**src/hdl/aes_ram.sv**
```systemverilog
// ----------------------------------------------------------------------------
// aes_ram
// Generic single-port-write, single-port-read RAM with registered read data.
// ----------------------------------------------------------------------------
module aes_ram #(
  parameter int WIDTH = 32,
  parameter int DEPTH = 60
) (
  input  logic                     clk,
  input  logic                     we,
  input  logic [$clog2(DEPTH)-1:0] waddr,
  input  logic [WIDTH-1:0]         wdata,
  input  logic [$clog2(DEPTH)-1:0] raddr,
  output logic [WIDTH-1:0]         rdata
);

  logic [WIDTH-1:0] mem [DEPTH];

  always_ff @(posedge clk) begin
    if (we) begin
      mem[waddr] <= wdata;
    end
    rdata <= mem[raddr];
  end

endmodule

```
**config.mk**
```make
export PLATFORM = sky130hd
export DESIGN_NAME = aes_ram
export DESIGN_NICKNAME = d
export VERILOG_FILES = /design/src/hdl/aes_ram.sv
export SDC_FILE = /design/constraint.sdc
export NUM_CORES = 2
export LEC_CHECK = 0
export BUFFER_PORTS_ARGS = -buffer_cell sky130_fd_sc_hd__buf_4
export CAP_MARGIN = 25
export CORE_ASPECT_RATIO = 0.7
export CORE_MARGIN = 3
export CORE_UTILIZATION = 25
export CTS_CLUSTER_SIZE = 8
export DETAILED_ROUTE_END_ITERATION = 10
export GPL_TIMING_DRIVEN = 0
export PLACE_DENSITY_LB_ADDON = 0.1
export SLEW_MARGIN = 20
export SYNTH_ARGS = -nofsm -noshare
export SYNTH_HDL_FRONTEND = slang
export SYNTH_SLANG_ARGS = --single-unit
export TNS_END_PERCENT = 50
```
**constraint.sdc**
```tcl
create_clock -name clk -period 3.87 [get_ports clk]
set_input_delay 0.1935 -clock clk [delete_from_list [all_inputs] [get_ports clk]]
set_output_delay 0.1935 -clock clk [all_outputs]
set_load 0.1 [all_outputs]
```
==> results_dict.tcl <==
set metrics [dict create \
    finalNonFillerCells 7800 \
    overflow 0 \
    fin_skew_ps 44.56 \
    hp-start "waddr[2]" \
    netlist.area_leader.share 0.7812 \
    antenna_left 0 \
    syn_inst 3264 \
    synth_edf_count 1920 \
    synth_cell_types 38 \
    min_path_cells 3 \
    drv_cap 0 \
    die_area_sq_um 301900 \
    core_region_area_sq_um 293100 \
    yosysWarnings 0 \
    setup_viol 0 \
    syn2layout_area_growth_pct 22.76 \
    drc 0 \
    h-tree-depth 5 \
    drive_gt1_frac 0.2950 \
    ys_ff_latch 1952 \
    row_count 166 \
    synth_nets 3310 \
    clk_latency_ps 840 \
    nets 3836 \
    detail_route.iter0.violations 3976 \
    max_slew_margin 0.2900 \
    cp.arrival_ps 3470 \
    fin_util 0.3092 \
    switching_share 0.2232 \
    grt_max_degree 61 \
    die_width_um 655.4 \
    finalInstanceArea_sq_um 90600 \
    rrSetupSlack_ps 1580 \
    rsz0062_at_grt "no" \
    gp_congestion 0.7685 \
    min_to "mem[39][1]$_DFFE_PP_" \
    p_comb_frac 0.059 \
    synthTopCellsByArea "edfxtp_1 78%, mux4_2 14%, a22oi_1 1.1%" \
    wl_per_cell_um 31.87 \
    dp_cells 7416 \
    cts_tree "built" \
    synth-async-reset-ratio 0 \
    final.min_clock_period_ps 2884 \
    ys_seq_area_frac 0.7899 \
    synthTopCellsByCount "1920 x edfxtp_1, 461 x mux4_2, 109 x a22oi_1, 91 x clkbuf_1, 86 x nor2_1" \
    synth_area_sq_um 73800 \
    grt_pass1_wl_um 337400 \
    worst_pin_slew_ps 1065 \
    reg2reg_to "rdata[4]$_DFF_P_" \
    cts.clk_slew.worst_paths_ps 50 \
    grt_pass1_vias 37650 \
    io_buffers 69 \
    status "completed" \
    finalHoldViolations 0 \
    intPower_mw 37.87 \
    start_util 0.2518 \
    r2r_cells 5 \
    power_frac_seq 0.482 \
    clock-sinks 1952 \
    track_usage 0.1631 \
    r2r_start "mem[7][4]$_DFFE_PP_" \
    antenna_found_initial 11 \
    cts-buffers-inserted 286 \
    clock.fmax_mhz 346.7 \
    vdd_ir_drop_max_mv 0.2845 \
    cts_root_buffer "clkbuf_16" \
    vias 36889 \
    slew_viol_final 0 \
    yosysMostFrequentCell "edfxtp_1" \
    chipHeight_um 460.6 \
    drtPass1Iterations 8 \
    cts_setup_buffers 0 \
    power_switching_mw 10.88 \
    powerDensity_nw_per_um2 538.0 \
    worstSetupStartpointType "input pin" \
    min_path_type "input pin to flop" \
    routed_wl_um 248600 \
    boundaryPins 78 \
    cp-end-kind "flop" \
    finalCritPeriodShare 0.7453 \
    synth-main-ff-cell "edfxtp_1" \
    worstSetupPathType "input pin to flop" \
    detailed_place_hpwl_um 163600 \
    cts_resized 0 \
    finalSetupTns_ps 0 \
    clock_path_buffers 4 \
    required_ps 4460 \
    yosys.area.top_type "edfxtp_1" \
    placed_area_sq_um 82590 \
    holdWs_ps 192.2 \
    leakage_nw 27.93 \
    p_clk_frac 0.459 \
    syn_area_per_cell_sq_um 22.61 \
    path_max_fanout 10 \
    via_per_inst 4.729 \
]
[cell type report]
class	count	area [sq um]
fill	28084	202500
sequential	1952	58300
multi-input combinational	1120	14940
timing repair buffer	238	3735
clock inverter	7	60.06
antenna	1	2.502
clock buffer	342	7601
tap	3948	4940
buffer	189	1017
inverter	3	11.26
[layer usage]
layer  vias up  track usage  part of all wire
met3       349      0.02900             0.052
met4         0      0.03814             0.023
met2      1143       0.2290              0.42
met5         -            0                 0
met1     20462       0.2575              0.51
li1      14935            -                 -
[cells by family (layout without fill, tap and decap cells)]
family,after synthesis,after routing,synth area share
simple gates,237,237,0.01446
mux,499,499,0.1458
other cells,0,1,0
compound gates,384,384,0.03603
flops,1952,1952,0.7899
buf+inv,192,779,0.01380
[flip-flops by register name, indices dropped and copies added, names as in the netlist]
name / count
mem: 1920
rdata: 32
[cell usage in the layout (no fill, tap or decap), drive strengths merged, types with 2 or more instances in the layout]
| master | Yosys | layout |
|---|---|---|
| nand3 | 43 | 43 |
| o21ai | 83 | 83 |
| inv | 3 | 9 |
| edfxtp | 1920 | 1920 |
| a221oi | 19 | 19 |
| a22o | 26 | 26 |
| o211ai | 32 | 32 |
| nor2b | 8 | 8 |
| a21oi | 45 | 45 |
| dlygate4sd3 | 0 | 32 |
| clkbuf | 91 | 433 |
| a22oi | 109 | 109 |
| a31oi | 19 | 19 |
| or3b | 2 | 2 |
| nand2 | 62 | 62 |
| buf | 98 | 304 |
| nand3b | 3 | 3 |
| and3 | 19 | 19 |
| mux4 | 461 | 461 |
| mux2i | 38 | 38 |
| nor2 | 86 | 86 |
| a31o | 13 | 13 |
| o21a | 19 | 19 |
| nor3 | 2 | 2 |
| dfxtp | 32 | 32 |
| o211a | 19 | 19 |
| nand2b | 3 | 3 |
| and2 | 4 | 4 |
| nand4 | 2 | 2 |
[timing repair]
item | in CTS | in global routing
hold buffers | 32 | 0
endpoints found under the hold margin | 1700 | 0
endpoints found under the setup margin | 0 | 0
[stage by stage]
step	power [mW]	setup slack [ps]
global route	50.51	888.9
finish	48.75	985.8
global placement	26.72	-3709
floorplan	25.34	537.4
CTS	49.46	900.6
detailed placement	26.79	17.74
[worst max path at each step]
stage / start / endpoint / slack [ps] / depth (start not counted)
after CTS: raddr[0] / rdata[9]$_DFF_P_ / 900 / 8
after global placement: waddr[5] / mem[32][29]$_DFFE_PP_ / -3710 / 3
final: raddr[0] / rdata[24]$_DFF_P_ / 990 / 8
after global routing: raddr[0] / rdata[0]$_DFF_P_ / 890 / 8
after floorplan: waddr[4] / mem[32][0]$_DFFE_PP_ / 540 / 4
after detailed placement: raddr[0] / rdata[9]$_DFF_P_ / 20 / 8
[power groups by stage]
stage | Clock [mW] | Sequential [mW] | Combinational [mW]
floorplan | 0 | 24.2 | 1.12
global placement | 0 | 23.9 | 2.81
detailed placement | 0 | 23.9 | 2.89
CTS | 23.1 | 23.5 | 2.92
global route | 24.0 | 23.5 | 3.01
finish | 22.4 | 23.5 | 2.86
[worst max-delay path, stage by stage]
cell	delay, ps
buf_2	330
buf_2	690
buf_2	660
mux4_2	580
a22oi_1	210
a21oi_1	210
a21oi_1	270
o211ai_1	250
Power figures use the tool's default switching activity.
